$ cat config.mk
export PLATFORM = sky130hd
export DESIGN_NAME = pue_ram
export DESIGN_NICKNAME = d
export VERILOG_FILES = /design/src/hdl/pue_ram.sv
export SDC_FILE = /design/constraint.sdc
export NUM_CORES = 1
export LEC_CHECK = 0
export ABC_CLOCK_PERIOD_IN_PS = 2300
export BUFFER_PORTS_ARGS = -buffer_cell sky130_fd_sc_hd__buf_2
export CAP_MARGIN = 10
export CORE_MARGIN = 2
export CORE_UTILIZATION = 39
export CTS_CLUSTER_DIAMETER = 40
export DETAILED_ROUTE_END_ITERATION = 6
export PLACE_DENSITY = 0.66
export SYNTH_ARGS = -nofsm -noshare
export SYNTH_HDL_FRONTEND = slang
export SYNTH_SLANG_ARGS = --single-unit
$ cat constraint.sdc
create_clock -name clk -period 2.3 [get_ports clk]
set_input_delay 0.23 -clock clk [delete_from_list [all_inputs] [get_ports clk]]
set_output_delay 0.23 -clock clk [all_outputs]
set_load 0.02 [all_outputs]
$ cat src/hdl/pue_ram.sv
// Generic simple dual-port RAM with one write port and a registered read port.
module pue_ram #(
	parameter int WIDTH = 8,
	parameter int DEPTH = 16
) (
	input  logic                     clk,
	input  logic                     we,
	input  logic [$clog2(DEPTH)-1:0] waddr,
	input  logic [WIDTH-1:0]         wdata,
	input  logic                     re,
	input  logic [$clog2(DEPTH)-1:0] raddr,
	output logic [WIDTH-1:0]         rdata
);

	logic [WIDTH-1:0] mem [DEPTH];

	always_ff @(posedge clk) begin
		if (we) begin
			mem[waddr] <= wdata;
		end
		if (re) begin
			rdata <= mem[raddr];
		end
	end

endmodule

==> metrics.txt, run 1 <==
# TYPE chip_impl_metric gauge
chip_impl_info{name="result_of_the_run",value="completed"} 1
chip_impl_metric{name="postLayoutSetupSlackWorst",unit="ns"} 0.777
chip_impl_metric{name="share_of_power_burned_in_registers",unit="%"} 47.2
chip_impl_metric{name="yosys_warnings",unit=""} 0
chip_impl_metric{name="grt_pass1_vias",unit=""} 2521
chip_impl_metric{name="num_vias",unit=""} 2457
chip_impl_metric{name="io_pins",unit=""} 27
chip_impl_metric{name="layout-drive-gt1-share",unit="%"} 32.2
chip_impl_metric{name="final_net_count",unit=""} 305
chip_impl_metric{name="floorplan.core_area",unit="µm²"} 13200
chip_impl_metric{name="leakagePower",unit="nW"} 2.14
chip_impl_metric{name="power.ir.vdd_worst",unit="mV"} 0.547
chip_impl_metric{name="dp_worst_slack",unit="ns"} 0.335
chip_impl_metric{name="drt-vias-per-instance",unit=""} 5.18
chip_impl_metric{name="max_cap_viol_count",unit=""} 0
chip_impl_metric{name="ff2ff_setup_slack",unit="ns"} 0.78
chip_impl_metric{name="track_usage",unit="%"} 15.1
chip_impl_metric{name="postSynthRegisterBits",unit=""} 136
chip_impl_metric{name="period_share",unit="%"} 66.2
chip_impl_metric{name="worst-slew-pin-transition",unit="ns"} 0.581
chip_impl_metric{name="report.final.setup_viol",unit=""} 0
chip_impl_metric{name="gp_routability_congestion",unit=""} 0.751
chip_impl_info{name="cts_tree",value="yes"} 1
chip_impl_metric{name="grt_first_pass_wirelength",unit="mm"} 15.3
chip_impl_metric{name="final_report_hold_violation_count",unit=""} 0
chip_impl_metric{name="detailedRoute.firstPassIterationCount",unit=""} 4
chip_impl_metric{name="slew_margin_rel",unit="%"} 61.1
chip_impl_metric{name="achievable-frequency",unit="MHz"} 657
chip_impl_metric{name="post-route-min-period",unit="ns"} 1.52
chip_impl_metric{name="cts.hold.buffers_added",unit=""} 0
chip_impl_metric{name="htreeDepth",unit=""} 4
chip_impl_metric{name="worstPathRequired",unit="ns"} 2.45
chip_impl_metric{name="tritoncts.num_buffers",unit=""} 17
chip_impl_metric{name="drtAntennaViolNets",unit=""} 0
chip_impl_metric{name="power_switching",unit="mW"} 1.13
chip_impl_metric{name="fill_cells",unit=""} 1063
chip_impl_info{name="start_kind",value="primary input"} 1
chip_impl_metric{name="internal-power",unit="mW"} 4.82
chip_impl_metric{name="power.share.switching",unit="%"} 19.0
chip_impl_metric{name="clkSlewWorstSetupHoldPaths",unit="ns"} 0.05
chip_impl_metric{name="grt_antenna_before_repair",unit=""} 0
chip_impl_metric{name="slew_viol_final",unit=""} 0
chip_impl_metric{name="chip_height",unit="µm"} 120
chip_impl_metric{name="critical_path.max_fanout",unit=""} 11
chip_impl_metric{name="detail_route.iter0.violations",unit=""} 168
chip_impl_metric{name="rows",unit=""} 42
chip_impl_metric{name="length_in_cells_of_the_worst_reg_to_reg_path",unit=""} 3
chip_impl_metric{name="worst_skew_pair.late_latency",unit="ns"} 0.41
chip_impl_metric{name="post_synth.cell_area_avg",unit="µm²"} 22.8
chip_impl_metric{name="setup_tns",unit="ns"} 0
chip_impl_metric{name="combinational_power_share",unit="%"} 4.6
chip_impl_info{name="r2r_start",value="mem[9][2]$_DFFE_PP_"} 1
chip_impl_metric{name="cellPowerDensity",unit="nW/µm²"} 940
chip_impl_info{name="timing.critical_path.to_type",value="flop"} 1
chip_impl_metric{name="avgRoutedWirePerCell",unit="µm"} 20.8
chip_impl_metric{name="post-cts-setup-buffer-count",unit=""} 0
chip_impl_metric{name="antenna_cells_inserted",unit=""} 0
chip_impl_info{name="clock_root_buffer",value="clkbuf_16"} 1
chip_impl_metric{name="mappedNetlistNets",unit=""} 248
chip_impl_metric{name="die_area",unit="µm²"} 14300
chip_impl_metric{name="maximum_number_of_pins_on_one_net_before_global_route_repair",unit=""} 22
chip_impl_info{name="cp-startpoint",value="raddr[0]"} 1
chip_impl_metric{name="grt.overflow.total",unit=""} 0
chip_impl_info{name="timing_worst_setup_path_type",value="primary input to flop"} 1
chip_impl_metric{name="place.detailed.hpwl",unit="mm"} 6.50
chip_impl_metric{name="die_width",unit="µm"} 120
chip_impl_metric{name="post_cts.resized_instances",unit=""} 0
chip_impl_info{name="regToRegEndpoint",value="rdata[2]$_DFFE_PP_"} 1
chip_impl_metric{name="synth_seq_area_share",unit="%"} 78.1
chip_impl_metric{name="fin_skew",unit="ns"} 0.00563
chip_impl_info{name="critical_path.endpoint",value="rdata[2]$_DFFE_PP_"} 1
chip_impl_metric{name="drt_drc_violations_left",unit=""} 0
chip_impl_metric{name="drt-total-wl",unit="mm"} 9.86
chip_impl_metric{name="worstPathArrival",unit="ns"} 1.67
chip_impl_metric{name="synthesized_netlist_cell_count",unit=""} 229
chip_impl_metric{name="synth.lib_cells_used.distinct",unit=""} 18
chip_impl_metric{name="layout_stage_area_growth_over_the_synthesis_result",unit="%"} 21.0
chip_impl_info{name="hp-class",value="primary input to flop"} 1
chip_impl_metric{name="clock_path_buffers",unit=""} 2
chip_impl_metric{name="effective_utilization_at_floorplan",unit="%"} 39.6
chip_impl_info{name="unrepaired_setup_endpoints_after_global_routing",value="no"} 1
chip_impl_metric{name="place.port_buffers",unit=""} 26
chip_impl_metric{name="combined_area_of_all_synthesized_cells",unit="µm²"} 5230
chip_impl_metric{name="clock_sink_count",unit=""} 136
chip_impl_metric{name="clock_power_share",unit="%"} 48.2
## layer usage
layer	GRT usage, %	up-vias	part of all wire, %
met5	0	-	0
met3	4.66	14	7.5
met1	21.3	1264	44
met2	22.5	85	48
met4	4.78	0	1.2
li1	-	1094	-
## power by group through the flow
stage	logic (mW)	registers, mW	clock network [mW]
4_1_cts	0.277	2.81	2.91
3_5_place_dp	0.276	2.86	0
5_1_grt	0.296	2.81	3.03
6_report	0.273	2.81	2.87
3_3_place_gp	0.269	2.86	0
2_1_floorplan	0.141	2.87	0
## synthesized netlist by cell type
cell,n,area (µm²)
a22oi_1,16,120
nor2_1,13,48.8
clkdlybuf4s25_2,3,30.0
buf_6,3,33.8
nor2b_1,1,6.26
edfxtp_1,136,4080
buf_4,1,7.51
mux4_2,18,405
or3b_2,1,8.76
nand3b_1,2,15.0
nand2_1,9,33.8
buf_2,3,15.0
nor3_1,4,20.0
mux4_1,14,368
nand2b_1,2,12.5
and2b_1,1,7.51
and2_1,1,6.26
nand3_1,1,5.00
## layout make-up
type	count	area [µm²]	area share (%)
tap	176	220	3.48
clock buffer	18	429	6.78
sequential	136	4080	64.5
multi-input combinational	83	1060	16.7
timing repair buffer	48	333	5.26
clock inverter	13	204	3.22
## registers in the layout, summed over array words and instances (netlist names)
name   cells
mem      128
rdata      8
## critical path, stage by stage
cell     delay, ns
buf_2         0.29
buf_12        0.20
mux4_1        0.55
a22oi_1       0.32
nand2_1       0.08
## stage by stage
step           hold slack, ns  utilization, %  std cells  cell area [µm²]  total power [mW]
2_1_floorplan           0.329               -        229             5230              3.01
5_1_grt                 0.192            48.0        474             6330              6.14
6_report                0.198            48.0        474             6330              5.95
3_3_place_gp            0.617            43.2        443             5690              3.13
3_5_place_dp            0.623            43.2        443             5690              3.14
4_1_cts                 0.190            48.0        474             6330              5.99
## cell families after synthesis
kind of cell / synth area share (%)
flip-flops: 78.1
AND/OR/NAND/NOR: 3.14
multiplexers: 14.8
AO/OA/AOI/OAI: 2.30
buffers and inverters: 1.65
## worst min-delay path by stage
stage               slack (ns)  cells past startpoint                  end  startpoint
finish                    0.20                      1  mem[6][3]$_DFFE_PP_    wdata[3]
detailed placement        0.62                      1   rdata[0]$_DFFE_PP_          re
global placement          0.62                      1  mem[6][5]$_DFFE_PP_    wdata[5]
CTS                       0.19                      1   rdata[0]$_DFFE_PP_          re
floorplan                 0.33                      0  mem[0][0]$_DFFE_PP_    wdata[0]
global route              0.19                      1   rdata[7]$_DFFE_PP_          re
## layout by cell type (no fill, tap or decap), types with 4 or more instances in the layout
| master | Yosys | final |
|---|---|---|
| a22oi_1 | 16 | 16 |
| buf_2 | 3 | 26 |
| buf_4 | 1 | 19 |
| bufinv_16 | 0 | 5 |
| clkbuf_16 | 0 | 17 |
| edfxtp_1 | 136 | 136 |
| mux4_1 | 14 | 14 |
| mux4_2 | 18 | 18 |
| nand2_1 | 9 | 9 |
| nor2_1 | 13 | 13 |
| nor3_1 | 4 | 4 |
Power figures use the tool's default switching activity.
==> run 2: changes to the inputs <==
Settings changed: ABC_AREA set to 1, ABC_CLOCK_PERIOD_IN_PS 2300 to 1200, PLACE_DENSITY 0.66 to 0.68.
Clock period 2.3 ns to 1.2 ns, I/O delays scaled along.
==> metrics.txt, run 2 <==
# TYPE chip_impl_metric gauge
chip_impl_metric{name="worstPathArrival",unit="ns"} 1.30
chip_impl_metric{name="place.detailed.hpwl",unit="mm"} 8.36
chip_impl_info{name="unrepaired_setup_endpoints_after_global_routing",value="no"} 1
chip_impl_metric{name="asyncSetResetFlopFracSynth",unit="%"} 0
chip_impl_metric{name="power.ir.vdd_worst",unit="mV"} 1.03
chip_impl_metric{name="io_pins",unit=""} 27
chip_impl_metric{name="effective_utilization_at_floorplan",unit="%"} 40.1
chip_impl_metric{name="num_vias",unit=""} 3877
chip_impl_info{name="result_of_the_run",value="completed"} 1
chip_impl_metric{name="htreeDepth",unit=""} 4
chip_impl_metric{name="fin_skew",unit="ns"} 0.00525
chip_impl_metric{name="critical_path.max_fanout",unit=""} 1
chip_impl_metric{name="largest_register_ff_count",unit=""} 128
chip_impl_info{name="cell_by_cell_trace_of_the_critical_path",value="inv_1 > nand2_1 > nand3_1 > nand3_2 > nand3_2 > nand2_1"} 1
chip_impl_info{name="sink_of_the_worst_hold_path",value="rdata[3]$_DFFE_PP_"} 1
chip_impl_info{name="hold_sp",value="re"} 1
chip_impl_metric{name="dpl.cell_count",unit=""} 766
chip_impl_info{name="timing_worst_setup_path_type",value="flop to flop"} 1
chip_impl_metric{name="post-route-min-period",unit="ns"} 1.14
chip_impl_info{name="largest_register_by_flop_count",value="mem"} 1
chip_impl_metric{name="detailedRoute.firstPassIterationCount",unit=""} 5
chip_impl_metric{name="die_area",unit="µm²"} 16000
chip_impl_metric{name="grt_pass1_vias",unit=""} 3702
chip_impl_metric{name="worst_hold_slack",unit="ns"} 0.0943
chip_impl_info{name="synth_flop_cell",value="edfxtp_1"} 1
chip_impl_metric{name="yosys_warnings",unit=""} 0
chip_impl_metric{name="combined_area_of_all_synthesized_cells",unit="µm²"} 5850
chip_impl_info{name="timing.critical_path.to_type",value="flop"} 1
chip_impl_info{name="synth.most_common_cell",value="nand2_1"} 1
chip_impl_metric{name="leakagePower",unit="nW"} 2.97
chip_impl_metric{name="cp_slowest_stage_delay",unit="ns"} 0.35
chip_impl_metric{name="clock_path_buffers",unit=""} 2
chip_impl_metric{name="worst-slew-pin-transition",unit="ns"} 0.573
chip_impl_metric{name="track_usage",unit="%"} 16.9
chip_impl_metric{name="ff2ff_setup_slack",unit="ns"} 0.06
chip_impl_metric{name="max_cap_viol_count",unit=""} 0
chip_impl_metric{name="avgRoutedWirePerCell",unit="µm"} 16.3
chip_impl_metric{name="rows",unit=""} 44
chip_impl_metric{name="clkSlewWorstSetupHoldPaths",unit="ns"} 0.05
chip_impl_info{name="mostFrequentLayoutCell",value="nand2_1"} 1
chip_impl_metric{name="final_net_count",unit=""} 620
chip_impl_info{name="r2r_start",value="mem[9][0]$_DFFE_PP_"} 1
chip_impl_info{name="cp-startpoint",value="mem[9][0]$_DFFE_PP_"} 1
chip_impl_metric{name="worst_skew_pair.late_latency",unit="ns"} 0.41
chip_impl_info{name="yosys-top-cells-area",value="edfxtp_1, nand2_1, nand3_1"} 1
chip_impl_info{name="synth_top_cell_by_area",value="edfxtp_1"} 1
chip_impl_metric{name="synth_seq_area_share",unit="%"} 69.8
chip_impl_metric{name="maximum_number_of_pins_on_one_net_before_global_route_repair",unit=""} 35
chip_impl_metric{name="layout_stage_area_growth_over_the_synthesis_result",unit="%"} 17.9
chip_impl_metric{name="tritoncts.num_buffers",unit=""} 17
chip_impl_info{name="final_cell_mix",value="nand2_1, edfxtp_1, inv_1"} 1
chip_impl_metric{name="slew_margin_rel",unit="%"} 61.7
chip_impl_metric{name="design_power_total",unit="mW"} 11.1
chip_impl_metric{name="cellPowerDensity",unit="nW/µm²"} 1610
chip_impl_metric{name="cts.hold.buffers_added",unit=""} 0
chip_impl_metric{name="gp_routability_congestion",unit=""} 0.842
chip_impl_metric{name="layout-drive-gt1-share",unit="%"} 14.0
chip_impl_metric{name="drtAntennaViolNets",unit=""} 0
chip_impl_metric{name="post_synth.cell_area_avg",unit="µm²"} 10.6
chip_impl_metric{name="synth.lib_cells_used.distinct",unit=""} 11
chip_impl_metric{name="placement.cell_area",unit="µm²"} 6300
chip_impl_metric{name="postLayoutSetupSlackWorst",unit="ns"} 0.0565
chip_impl_metric{name="achievable-frequency",unit="MHz"} 874
chip_impl_metric{name="mappedNetlistNets",unit=""} 570
chip_impl_metric{name="clock_sink_count",unit=""} 136
chip_impl_metric{name="report.final.setup_viol",unit=""} 0
chip_impl_metric{name="die_width",unit="µm"} 126
chip_impl_metric{name="length_in_cells_of_the_worst_reg_to_reg_path",unit=""} 6
chip_impl_metric{name="layout.cell_area.non_filler",unit="µm²"} 6890
chip_impl_info{name="reg_top3",value="mem (128), rdata (8)"} 1
chip_impl_info{name="cts_tree",value="yes"} 1
chip_impl_metric{name="min_path_cells",unit=""} 1
chip_impl_metric{name="chip_height",unit="µm"} 126
chip_impl_metric{name="drt-vias-per-instance",unit=""} 4.86
chip_impl_info{name="cp_slowest_cell",value="edfxtp_1"} 1
chip_impl_metric{name="grt_antenna_before_repair",unit=""} 0
chip_impl_metric{name="final_report_hold_violation_count",unit=""} 0
chip_impl_metric{name="drt-total-wl",unit="mm"} 13.0
chip_impl_metric{name="fin_util",unit="%"} 47.2
chip_impl_metric{name="synth-edff-count",unit=""} 136
chip_impl_metric{name="grt.overflow.total",unit=""} 0
chip_impl_info{name="clock_root_buffer",value="clkbuf_16"} 1
chip_impl_metric{name="place.port_buffers",unit=""} 26
chip_impl_metric{name="antenna_cells_inserted",unit=""} 0
chip_impl_metric{name="worstPathRequired",unit="ns"} 1.36
chip_impl_metric{name="synth_top_area_share",unit="%"} 69.8
chip_impl_metric{name="slew_viol_final",unit=""} 0
chip_impl_metric{name="period_share",unit="%"} 95.3
chip_impl_info{name="start_kind",value="flop"} 1
chip_impl_metric{name="final_cell_count_no_fill",unit=""} 798
chip_impl_info{name="regToRegEndpoint",value="rdata[0]$_DFFE_PP_"} 1
chip_impl_info{name="top_post_synthesis_cells_by_count",value="nand2_1, edfxtp_1, inv_1, nand3_1, nor2_1"} 1
chip_impl_metric{name="dp_worst_slack",unit="ns"} -0.237
chip_impl_metric{name="setup_tns",unit="ns"} 0
chip_impl_metric{name="postSynthRegisterBits",unit=""} 136
chip_impl_metric{name="synthesized_netlist_cell_count",unit=""} 551
chip_impl_info{name="hp-class",value="primary input to flop"} 1
chip_impl_metric{name="drt_drc_violations_left",unit=""} 0
chip_impl_metric{name="detail_route.iter0.violations",unit=""} 373
chip_impl_metric{name="floorplan.core_area",unit="µm²"} 14600
chip_impl_metric{name="grt_first_pass_wirelength",unit="mm"} 20.4
run 2: cell count changes after synthesis, moves of 3 or more:
cell,change
buf_2,+10
mux4_2,-18
nand3_1,+96
nor3_1,-4
nor2_1,+4
clkdlybuf4s25_2,-3
buf_4,+3
mux4_1,-14
buf_6,+3
inv_1,+100
nand2_1,+164
a22oi_1,-16
run 2: power by group:
part	leakage, nW	total [mW]	internal, mW	switching [mW]
clock	0.271	5.03	3.22	1.80
sequential	1.24	5.39	5.36	0.0330
combinational	1.47	0.700	0.214	0.485
run 2: kinds of logic after synthesis:
logic type	count (synthesis)	synth area share, %
DFF	136	69.8
and+or+nand+nor	289	20.8
buffers and inverters	126	9.39
run 2: worst max-delay path: cells and delay by family (launching register included):
family | cells | cell delay [ns]
buf+inv | 1 | 0.07
flops | 1 | 0.35
simple gates | 5 | 0.46
run 2: how the worst max path moves through the flow:
stage                           endpoint  slack [ns]  cells past startpoint
global placement      rdata[0]$_DFFE_PP_       -0.12                      6
floorplan           mem[10][0]$_DFFE_PP_        0.13                      2
detailed placement    rdata[0]$_DFFE_PP_       -0.24                      6
global route          rdata[2]$_DFFE_PP_       0.009                      6
finish                rdata[0]$_DFFE_PP_        0.06                      6
CTS                             rdata[4]        0.03                      1
run 2: timing repair:
item / in CTS / in global routing
setup endpoints to repair: 1 / 4
gates resized for setup: 1 / 4
buffers inserted: 0 / 0
endpoints found under the hold margin: 0 / 0
run 2: metal layers:
| layer | part of all wire, % | GRT usage [%] | up-vias | wire length [µm] |
|---|---|---|---|---|
| li1 | - | - | 1880 | - |
| met1 | 43 | 21.9 | 1845 | 5670 |
| met2 | 48 | 27.5 | 125 | 6250 |
| met3 | 5.7 | 3.50 | 27 | 739 |
| met4 | 2.9 | 7.69 | 0 | 379 |
| met5 | 0 | 0 | - | 0 |
run 2: layout make-up:
class,count,area (µm²)
Tap cell,184,230
Clock inverter,11,130
Fill cell,1282,7700
Multi-Input combinational cell,289,1240
Inverter,102,383
Sequential cell,136,4080
Timing Repair Buffer,55,385
Clock buffer,21,440
