--- config.mk ---
export PLATFORM = sky130hd
export DESIGN_NAME = pue_hash
export DESIGN_NICKNAME = d
export VERILOG_FILES = /design/src/hdl/pue_pkg.sv /design/src/hdl/pue_hash.sv
export SDC_FILE = /design/constraint.sdc
export NUM_CORES = 1
export LEC_CHECK = 0
export BUFFER_PORTS_ARGS = -buffer_cell sky130_fd_sc_hd__buf_2
export CAP_MARGIN = 10
export CORE_MARGIN = 2
export CORE_UTILIZATION = 26
export CTS_CLUSTER_DIAMETER = 60
export DETAILED_ROUTE_END_ITERATION = 8
export SYNTH_ARGS = -nofsm -noshare
export SYNTH_HDL_FRONTEND = slang
export SYNTH_SLANG_ARGS = --single-unit
--- constraint.sdc ---
create_clock -name clk -period 6.02 [get_ports clk]
set_clock_uncertainty 0.05 [all_clocks]
set_input_delay 0.602 -clock clk [delete_from_list [all_inputs] [get_ports clk]]
set_output_delay 0.602 -clock clk [all_outputs]
set_load 0.1 [all_outputs]
--- src/hdl/pue_pkg.sv ---
// Shared constants, types and codes for the polygon unique edge extractor.
package pue_pkg;

	localparam int VERTEX_BITS = 16;
	localparam int MAX_CORNERS = 16;
	localparam int TABLE_DEPTH = 4096;

	localparam int OUT_BITS = 16;
	localparam int KEY_BITS = 2 * VERTEX_BITS;
	localparam int SLOT_BITS = KEY_BITS + 1;
	localparam int IDX_BITS = $clog2(TABLE_DEPTH);
	localparam int HELD_BITS = $clog2(TABLE_DEPTH + 1);
	localparam int CNT_BITS = $clog2(MAX_CORNERS + 1);
	localparam int CIDX_BITS = $clog2(MAX_CORNERS);
	localparam int HASH_BITS = 32;
	localparam logic [HASH_BITS-1:0] HASH_MULT = 32'h9E3779B1;
	localparam bit DEPTH_POW2 = (TABLE_DEPTH & (TABLE_DEPTH - 1)) == 0;

	typedef logic [VERTEX_BITS-1:0] vtx_t;
	typedef logic [KEY_BITS-1:0] key_t;
	typedef logic [IDX_BITS-1:0] slot_idx_t;

	typedef enum logic [1:0] {
		ST_NEW = 2'd0,
		ST_SHORT = 2'd1,
		ST_LONG = 2'd2,
		ST_FULL = 2'd3
	} status_t;

	typedef enum logic [3:0] {
		S_CLEAR,
		S_IDLE,
		S_RD_LAST,
		S_PRIME,
		S_NEXT,
		S_KEY,
		S_HASH,
		S_PROBE_RD,
		S_PROBE_CHK,
		S_FLUSH
	} state_t;

endpackage

--- src/hdl/pue_hash.sv ---
// Edge key hash: fold, multiply, mix and reduce to a table slot index.
module pue_hash (
	input  logic               clk,
	input  logic               arst_n,
	input  logic               start,
	input  pue_pkg::key_t      key,
	output logic               done,
	output pue_pkg::slot_idx_t idx
);

	import pue_pkg::*;

	localparam int MOD_STEP = 4;
	localparam int MOD_ITERS = HASH_BITS / MOD_STEP;
	localparam int ITER_BITS = $clog2(MOD_ITERS);
	localparam logic [IDX_BITS:0] DEPTH_WIDE = (IDX_BITS + 1)'(TABLE_DEPTH);

	logic [63:0]          key_wide;
	logic [HASH_BITS-1:0] fold;
	logic [HASH_BITS-1:0] mix_s1;
	logic [HASH_BITS-1:0] prod_s2;
	logic [HASH_BITS-1:0] mixed;
	logic                 valid_s1;
	logic                 valid_s2;
	logic [HASH_BITS-1:0] h_q;
	slot_idx_t            rem_q;
	slot_idx_t            rem_next;
	slot_idx_t            r;
	logic [IDX_BITS:0]    t;
	logic [ITER_BITS-1:0] iter_q;
	logic                 busy_q;
	logic                 done_q;

	assign key_wide = 64'(key);
	assign fold = HASH_BITS'(key_wide ^ (key_wide >> 29));
	assign mixed = prod_s2 ^ (prod_s2 >> 15);

	always_comb begin
		r = rem_q;
		t = '0;
		for (int k = 0; k < MOD_STEP; k++) begin
			t = {r, h_q[HASH_BITS-1-k]};
			if (t >= DEPTH_WIDE) begin
				t = t - DEPTH_WIDE;
			end
			r = t[IDX_BITS-1:0];
		end
		rem_next = r;
	end

	always_ff @(posedge clk or negedge arst_n) begin
		if (!arst_n) begin
			valid_s1 <= 1'b0;
			valid_s2 <= 1'b0;
			busy_q <= 1'b0;
			done_q <= 1'b0;
			iter_q <= '0;
		end else begin
			valid_s1 <= start;
			valid_s2 <= valid_s1;
			done_q <= 1'b0;
			if (valid_s2 && !DEPTH_POW2) begin
				busy_q <= 1'b1;
				iter_q <= '0;
			end else if (busy_q) begin
				iter_q <= iter_q + ITER_BITS'(1);
				if (iter_q == ITER_BITS'(MOD_ITERS - 1)) begin
					busy_q <= 1'b0;
					done_q <= 1'b1;
				end
			end
		end
	end

	always_ff @(posedge clk) begin
		if (start) begin
			mix_s1 <= fold;
		end
		if (valid_s1) begin
			prod_s2 <= mix_s1 * HASH_MULT;
		end
		if (valid_s2) begin
			h_q <= mixed;
			rem_q <= '0;
		end else if (busy_q) begin
			h_q <= h_q << MOD_STEP;
			rem_q <= rem_next;
		end
	end

	always_comb begin
		if (DEPTH_POW2) begin
			done = valid_s2;
			idx = mixed[IDX_BITS-1:0];
		end else begin
			done = done_q;
			idx = rem_q;
		end
	end

endmodule
==> impl_metrics.csv, run 1 <==
group,metric,value,unit
status,status,"completed",
synth,synth-seq-cells,53,
timing,setup_tns,0,ps
global_route,grt_antenna_before_repair,0,
synth,ys_types,43,
drt,routed_via_density,4.00,
timing,worst_pin_slew,959,ps
synth,syn_avg_cell_area,10.8,sq um
clock_network,numCtsBuffers,5,
finish,final_core_util,0.313,
timing,min_period,5890,ps
drt,vias,5014,
clock_network,clk_pin_slew_worst_paths,70,ps
setup_path,critPathMaxFanout,5,
setup_path,end_kind,"flop",
setup_path,startpoint_type,"flop",
timing,setup_viol_count_final,0,
finish,drive_above_1_share,0.175,
finish,synthToLayoutAreaGrowth,18.2,%
floorplanning,num_io_pins,48,
timing,rsz0062_at_grt,"yes",
timing,hold_viol_final,0,
global_route,grt_overflow,0,
setup_path,critPathKind,"flop to flop",
drt,remaining_drc_errors,0,
synth,ys_top_cells_by_area,"fa_1 32%, ha_1 22%, edfxtp_1 19%",
floorplanning,start_util,0.265,
drt,routed_wl,17.6,mm
floorplanning,die_area,32700,sq um
synth,synthArstFlopShare,0.0377,
synth,synth_warnings,0,
floorplanning,die_h,181,um
drt,wl_per_cell,14.1,um
synth,synth_area_leader_cell,"fa_1",
global_route,grt_use_total,0.113,
timing,maxSlewHeadroom,0.361,
drt,drt_iter0_markers,137,
clock_network,htreeDepth,2,
placement,dp_hpwl,15.5,mm
timing,maxSlewViolCount,0,
floorplanning,rows,64,
timing,finalCritPeriodShare,0.979,
finish,finalNonFillerCells,1252,
clock_network,cts_tree,"built",
timing,fmax,170,MHz
synth,synth_top_cell_area_share,0.318,
min_path,holdCritPathClass,"input port to async pin",
synth,syn_area,8130,sq um
synth,syn_inst,753,
finish,diodes,0,
global_route,grt_pass1_vias,5594,
synth,synth_edf_count,51,
placement,dp.cells,1222,
synth,synth_ff_type,"edfxtp_1",
clock_network,cts_root_buffer,"clkbuf_16",
drt,dr.pass1.iters,4,
placement,portBuffers,45,
synth,synth_common_cells,"279 x inv_1, 143 x ha_1, 129 x fa_1, 51 x edfxtp_1, 36 x xnor2_1",
timing,timing.hold.ws,21.0,ps
global_route,grt_pass1_wl,28.9,mm
floorplanning,die_x,181,um
finish,nNetsFinal,1162,
setup_path,required,6010,ps
synth,yosysSeqAreaShare,0.195,
synth,syn-num-nets,1060,
clock_network,cts_sinks,53,
synth,post-synth-top-count-cell,"inv_1",
setup_path,worstPathArrival,5880,ps
floorplanning,core_area,30700,sq um
clock_network,clockBufferDepth,2,
run,drv_cap,0,
drt,ant_nets,0,
clock_network,clk-insertion-delay-late,300,ps
placement,place_congestion,0.891,
global_route,grt_start_max_net_pins,29,
[worst paths after layout]
kind	cells past startpoint	slack, ps	end	startpoint
hold reg to reg	0	670	prod_s2[1]	mix_s1[1]
setup reg to reg	19	130	prod_s2[25]	mix_s1[4]
setup / recovery	19	130	prod_s2[25]	mix_s1[4]
min in group clk	1	420	mix_s1[6]	key[6]
hold / removal	1	20	valid_s1	arst_n
max in group asynchronous	1	5810	done	arst_n
[state kept, by name, summed over array words and instances (netlist names)]
register  count
prod_s2      24
mix_s1       27
done          1
valid_s1      1
[critical path, cell delays in order, from the launching register on]
cell and delay (ps):
edfxtp_1 550, buf_6 190, fa_1 380, ha_1 280, inv_1 50, fa_1 500, fa_2 540, inv_1 40
ha_1 280, fa_1 480, inv_1 50, fa_1 470, inv_1 40, ha_1 370, and2_4 190, nand4_2 110
or4b_4 600, a21boi_4 180, or4_1 130, o2111ai_1 110
[cell families (layout without fill, tap and decap cells)]
kind of cell | count (synthesis) | count (layout) | synth area share
xor gates and xnor gates | 61 | 61 | 0.0657
adders and majority gates | 272 | 272 | 0.538
and+or+nand+nor | 28 | 28 | 0.0208
buffers and inverters | 281 | 384 | 0.131
AOI/OAI and AO/OA | 58 | 58 | 0.0505
DFF | 53 | 53 | 0.195
[cell usage in the layout (no fill, tap or decap), types with 7 or more instances in the layout]
cell type  synthesis  routed
inv_2              0       8
fa_1             129     125
ha_4               0      13
xnor2_1           36      35
inv_1            279     270
edfxtp_1          51      51
ha_1             143     128
buf_4              0      49
xor2_1            25      25
buf_2              0      45
a21o_1             7       7
a21oi_1           16      15
[through the flow]
stage | cell area, sq um | setup WS, ps
after global routing | 9610 | -69.4
after detailed placement | 9060 | -87.7
after global placement | 9060 | -62.2
after floorplan | 8130 | 179
after CTS | 9320 | 5.18
final | 9610 | 128
[metal layers]
metal | GRT usage | up-vias | wire length, um
met1 | 0.156 | 2435 | 8610
met2 | 0.187 | 89 | 8270
li1 | - | 2472 | -
met5 | 0 | - | 0
met3 | 0.0143 | 18 | 392
met4 | 0.0274 | 0 | 341
[layout make-up]
cell class              count  area, sq um
clock buffers               8          146
fillers                  3122        21100
inverters                 279         1050
multi-input cells         419         5710
flip-flops and latches     53         1580
well taps                 396          495
repair buffers             97          627
[what timing repair did]
item / CTS / global route
pin swaps: 1 / 22
resized for setup: 6 / 36
hold buffers: 0 / 0
buffers inserted: 8 / 14
setup endpoints to repair: 4 / 6
Power of run 1 is not shown: default switching activity piles up to over one toggle a cycle in this logic, so the estimate is an artifact.
==> inputs of run 2 (changes only) <==
--- a/config.mk
+++ b/config.mk
@@ -8,8 +8,7 @@
 export BUFFER_PORTS_ARGS = -buffer_cell sky130_fd_sc_hd__buf_2
 export CAP_MARGIN = 10
 export CORE_MARGIN = 2
-export CORE_UTILIZATION = 26
-export CTS_CLUSTER_DIAMETER = 60
+export CORE_UTILIZATION = 40
 export DETAILED_ROUTE_END_ITERATION = 8
 export SYNTH_ARGS = -nofsm -noshare
 export SYNTH_HDL_FRONTEND = slang
==> impl_metrics.csv, run 2 (synthesis results as in run 1) <==
group,metric,value,unit
clock_network,htreeDepth,2,
timing,worst_pin_slew,1000,ps
clock_network,clk_pin_slew_worst_paths,70,ps
clock_network,cts_tree,"built",
global_route,grt_pass1_wl,27.5,mm
setup_path,end_kind,"flop",
setup_path,slowest_delay,540,ps
status,status,"completed",
timing,worst_slack,203,ps
timing,setup_tns,0,ps
setup_path,crit_chain,"inv_2 -> fa_1 -> inv_1 -> fa_1 -> fa_1 -> inv_1 -> fa_1 -> inv_1 -> fa_1 -> fa_1 -> inv_1 -> fa_1 -> inv_1 -> ha_1 -> and3_2 -> nand3_1 -> o31a_1 -> xnor2_1",
placement,dp_hpwl,15.2,mm
setup_path,startpoint_type,"flop",
global_route,grt_start_max_net_pins,29,
clock_network,cts_sinks,53,
placement,portBuffers,45,
global_route,grt_antenna_before_repair,0,
global_route,grt_overflow,0,
timing,setup_viol_count_final,0,
placement,dp.cells,1095,
setup_path,critPathKind,"flop to flop",
drt,routed_wl,16.8,mm
floorplanning,num_io_pins,48,
finish,final_cell_mix,"276 x inv_1, 130 x ha_1, 125 x fa_1",
drt,remaining_drc_errors,0,
finish,diodes,0,
setup_path,required,6070,ps
drt,ant_nets,0,
clock_network,clockBufferDepth,2,
finish,final_core_util,0.462,
finish,multi_input_area,5640,sq um
finish,reg_top3,"mix_s1: 27 flops, prod_s2: 24 flops",
setup_path,r2r_start,"mix_s1[10]",
finish,synthToLayoutAreaGrowth,14.3,%
min_path,holdCritPathClass,"input port to async pin",
floorplanning,die_area,21500,sq um
setup_path,worstPathArrival,5870,ps
setup_path,reg2reg_slack,200,ps
clock_network,numCtsBuffers,5,
floorplanning,core_area,20100,sq um
clock_network,cts_root_buffer,"clkbuf_16",
setup_path,critPathSlowestCell,"fa_1",
global_route,grt_pass1_vias,5278,
setup_path,rr_endpoint,"prod_s2[26]",
clock_network,clk-insertion-delay-late,300,ps
timing,hold_viol_final,0,
finish,nNetsFinal,1150,
floorplanning,rows,52,
finish,final_common_cell,"inv_1",
drt,dr.pass1.iters,4,
finish,largest_register,"mix_s1",
finish,drive_above_1_share,0.150,
drt,drt_iter0_markers,173,
placement,place_congestion,0.882,
setup_path,r2r_cells,18,
timing,finalCritPeriodShare,0.966,
placement,place_ws,18.2,ps
floorplanning,die_x,147,um
timing,fmax,172,MHz
timing,maxSlewHeadroom,0.331,
setup_path,critPathMaxFanout,5,
finish,finalNonFillerCells,1114,
drt,vias,4929,
floorplanning,start_util,0.404,
timing,min_period,5820,ps
finish,nFillCells,1901,
run,drv_cap,0,
floorplanning,die_h,147,um
finish,seqCellArea,1580,sq um
timing,maxSlewViolCount,0,
drt,routed_via_density,4.42,
timing,rsz0062_at_grt,"no",
finish,largest_reg_flops,27,
setup_path,cpMostUsedCell,"fa_1",
drt,wl_per_cell,15.1,um
global_route,grt_use_total,0.168,
==> run 2: routing by layer <==
| metal | vias to the layer above | wire length (um) | global-route usage |
|---|---|---|---|
| met4 | 0 | 316 | 0.0383 |
| met2 | 65 | 8100 | 0.283 |
| met1 | 2388 | 8040 | 0.236 |
| met5 | - | 0 | 0 |
| li1 | 2459 | - | - |
| met3 | 17 | 336 | 0.0203 |
==> run 2: layout make-up <==
| cell class | count | share of cell area |
|---|---|---|
| Inverter | 279 | 0.113 |
| Timing Repair Buffer | 85 | 0.0574 |
| Tap cell | 270 | 0.0364 |
| Clock buffer | 8 | 0.0158 |
| Multi-Input combinational cell | 419 | 0.607 |
| Sequential cell | 53 | 0.170 |
==> run 2: through the flow <==
step                cell area [sq um]  hold slack [ps]
floorplan                        8130              256
global placement                 8890              338
detailed placement               8890              340
CTS                              9040             10.6
global route                     9290             11.9
finish                           9290             15.7
==> run 2: critical path, delay by kind of cell (launching register included) <==
family | cells | cell delay [ps]
compound gates | 1 | 250
xor+xnor | 1 | 290
fa+ha+maj | 8 | 3820
buf+inv | 6 | 370
flops | 1 | 520
simple gates | 2 | 320
==> run 2: worst max-delay path by stage <==
stage	from	to	slack (ps)
after floorplan	mix_s1[14]	prod_s2[25]	180
after global placement	mix_s1[10]	prod_s2[25]	30
after detailed placement	mix_s1[13]	prod_s2[25]	20
after CTS	mix_s1[10]	prod_s2[25]	1
after global routing	mix_s1[11]	prod_s2[25]	2
final	mix_s1[10]	prod_s2[26]	200
==> run 2: timing repair <==
item	in CTS	in global routing
endpoints found under the setup margin	0	5
setup buffers	0	11
gates resized for setup	0	29
hold buffers	0	0
Power of run 2 is left out for the same reason.
==> inputs of run 3 (changes only) <==
--- a/config.mk
+++ b/config.mk
@@ -10,6 +10,7 @@
 export CORE_MARGIN = 2
 export CORE_UTILIZATION = 40
 export DETAILED_ROUTE_END_ITERATION = 8
+export PLACE_DENSITY = 0.63
 export SYNTH_ARGS = -nofsm -noshare
 export SYNTH_HDL_FRONTEND = slang
 export SYNTH_SLANG_ARGS = --single-unit
==> impl_metrics.csv, run 3 (synthesis results as in run 1) <==
group,metric,value,unit
setup_path,slowest_delay,610,ps
setup_path,critPathSlowestCell,"fa_2",
clock_network,clockBufferDepth,2,
setup_path,startpoint_type,"flop",
setup_path,end_kind,"flop",
finish,multi_input_area,5620,sq um
finish,largest_register,"mix_s1",
clock_network,htreeDepth,2,
drt,routed_via_density,4.41,
timing,worst_pin_slew,963,ps
timing,timing.hold.ws,16.1,ps
placement,portBuffers,45,
drt,drt_iter0_markers,182,
clock_network,clk-insertion-delay-late,300,ps
setup_path,crit_chain,"buf_6 -> inv_2 -> fa_1 -> fa_1 -> inv_1 -> fa_1 -> fa_1 -> fa_1 -> inv_1 -> fa_1 -> fa_2 -> inv_1 -> ha_2 -> or2b_2 -> or4_1 -> o2111ai_1",
drt,route.met3.wl,452,um
clock_network,clk_pin_slew_worst_paths,70,ps
drt,vias,4925,
drt,routed_wl,16.7,mm
global_route,grt_pass1_vias,5413,
clock_network,cts_tree,"built",
finish,largest_reg_flops,27,
timing,min_period,5840,ps
finish,diodes,0,
timing,setup_viol_count_final,0,
global_route,grt_use_total,0.164,
floorplanning,die_x,147,um
drt,dr.max_layer_used,"met4",
drt,dr.pass1.iters,5,
finish,synthToLayoutAreaGrowth,14.2,%
finish,stdcell_area,9280,sq um
drt,wl_met1,7.84,mm
placement,dp_hpwl,14.7,mm
timing,finalCritPeriodShare,0.970,
drt,wl_per_cell,14.9,um
floorplanning,rows,52,
finish,seqCellArea,1580,sq um
timing,fmax,171,MHz
clock_network,hold_buffers,0,
timing,hold_viol_final,0,
finish,final_core_util,0.462,
min_path,holdCritPathClass,"input port to async pin",
timing,maxSlewViolCount,0,
floorplanning,die_h,147,um
finish,nFillCells,1859,
clock_network,numCtsBuffers,5,
placement,place_congestion,0.866,
finish,final_cell_mix,"276 x inv_1, 131 x ha_1, 126 x fa_1",
placement,placed_area,8890,sq um
floorplanning,num_io_pins,48,
global_route,grt_start_max_net_pins,29,
drt,ant_nets,0,
setup_path,worstPathArrival,5940,ps
finish,nNetsFinal,1152,
finish,reg_top3,"mix_s1: 27 flops, prod_s2: 24 flops",
finish,final_common_cell,"inv_1",
status,status,"completed",
clock_network,cts_root_buffer,"clkbuf_16",
run,drv_cap,0,
setup_path,required,6110,ps
setup_path,cpMostUsedCell,"fa_1",
global_route,grt_pass1_wl,27.0,mm
floorplanning,core_area,20100,sq um
clock_network,cts_sinks,53,
floorplanning,start_util,0.404,
global_route,grt_overflow,0,
setup_path,critPathMaxFanout,5,
floorplanning,die_area,21500,sq um
timing,maxSlewHeadroom,0.358,
drt,wl_met2,7.80,mm
drt,remaining_drc_errors,0,
finish,drive_above_1_share,0.149,
global_route,grt_antenna_before_repair,0,
setup_path,critPathKind,"flop to flop",
run 3: cell count changes in the layout (fill, tap and decap cells not counted), sizes merged:
cell      change
inv           +1
buf           +2
clkinvlp      -1
run 3: area by class of cell:
| cell class | count | share of cell area |
|---|---|---|
| Multi-Input combinational cell | 419 | 0.606 |
| Inverter | 279 | 0.113 |
| Sequential cell | 53 | 0.170 |
| Timing Repair Buffer | 87 | 0.0590 |
| Clock buffer | 8 | 0.0158 |
| Tap cell | 270 | 0.0364 |
run 3: worst max-delay path: cells and delay by family, from the launching register on:
family / cells / cell delay, ps
flip-flops: 1 / 430
AO/OA/AOI/OAI: 1 / 110
AND/OR/NAND/NOR: 2 / 760
adder cells (fa/ha/maj): 8 / 3930
buffers and inverters: 5 / 390
run 3: metal layers:
| layer | vias up | GRT usage |
|---|---|---|
| met4 | 0 | 0.0558 |
| met5 | - | 0 |
| met3 | 32 | 0.0209 |
| li1 | 2455 | - |
| met2 | 99 | 0.273 |
| met1 | 2339 | 0.223 |
run 3: per-stage QoR:
step           std cells  setup TNS (ps)  setup slack [ps]
3_5_place_dp        1095               0             0.385
2_1_floorplan        753               0               179
6_report            1116               0               178
3_3_place_gp        1095               0              41.1
4_1_cts             1105               0              8.15
5_1_grt             1116           -18.0             -14.5
run 3: worst paths after layout:
path                             from           to  slack (ps)  cells after the start
min in group clk              key[22]   mix_s1[22]         420                      1
max in group asynchronous      arst_n     valid_s1        5810                      1
max                        mix_s1[12]  prod_s2[25]         180                     16
max reg2reg                mix_s1[12]  prod_s2[25]         180                     16
min                            arst_n         done          20                      1
min reg2reg                 mix_s1[0]   prod_s2[0]         660                      0
run 3: timing repair:
item,4_1_cts,5_1_grt
setup buffers,2,11
gates resized for setup,0,26
pin swaps,0,12
endpoints found under the setup margin,1,5
hold endpoints to repair,0,0
Power of run 3 is left out for the same reason.
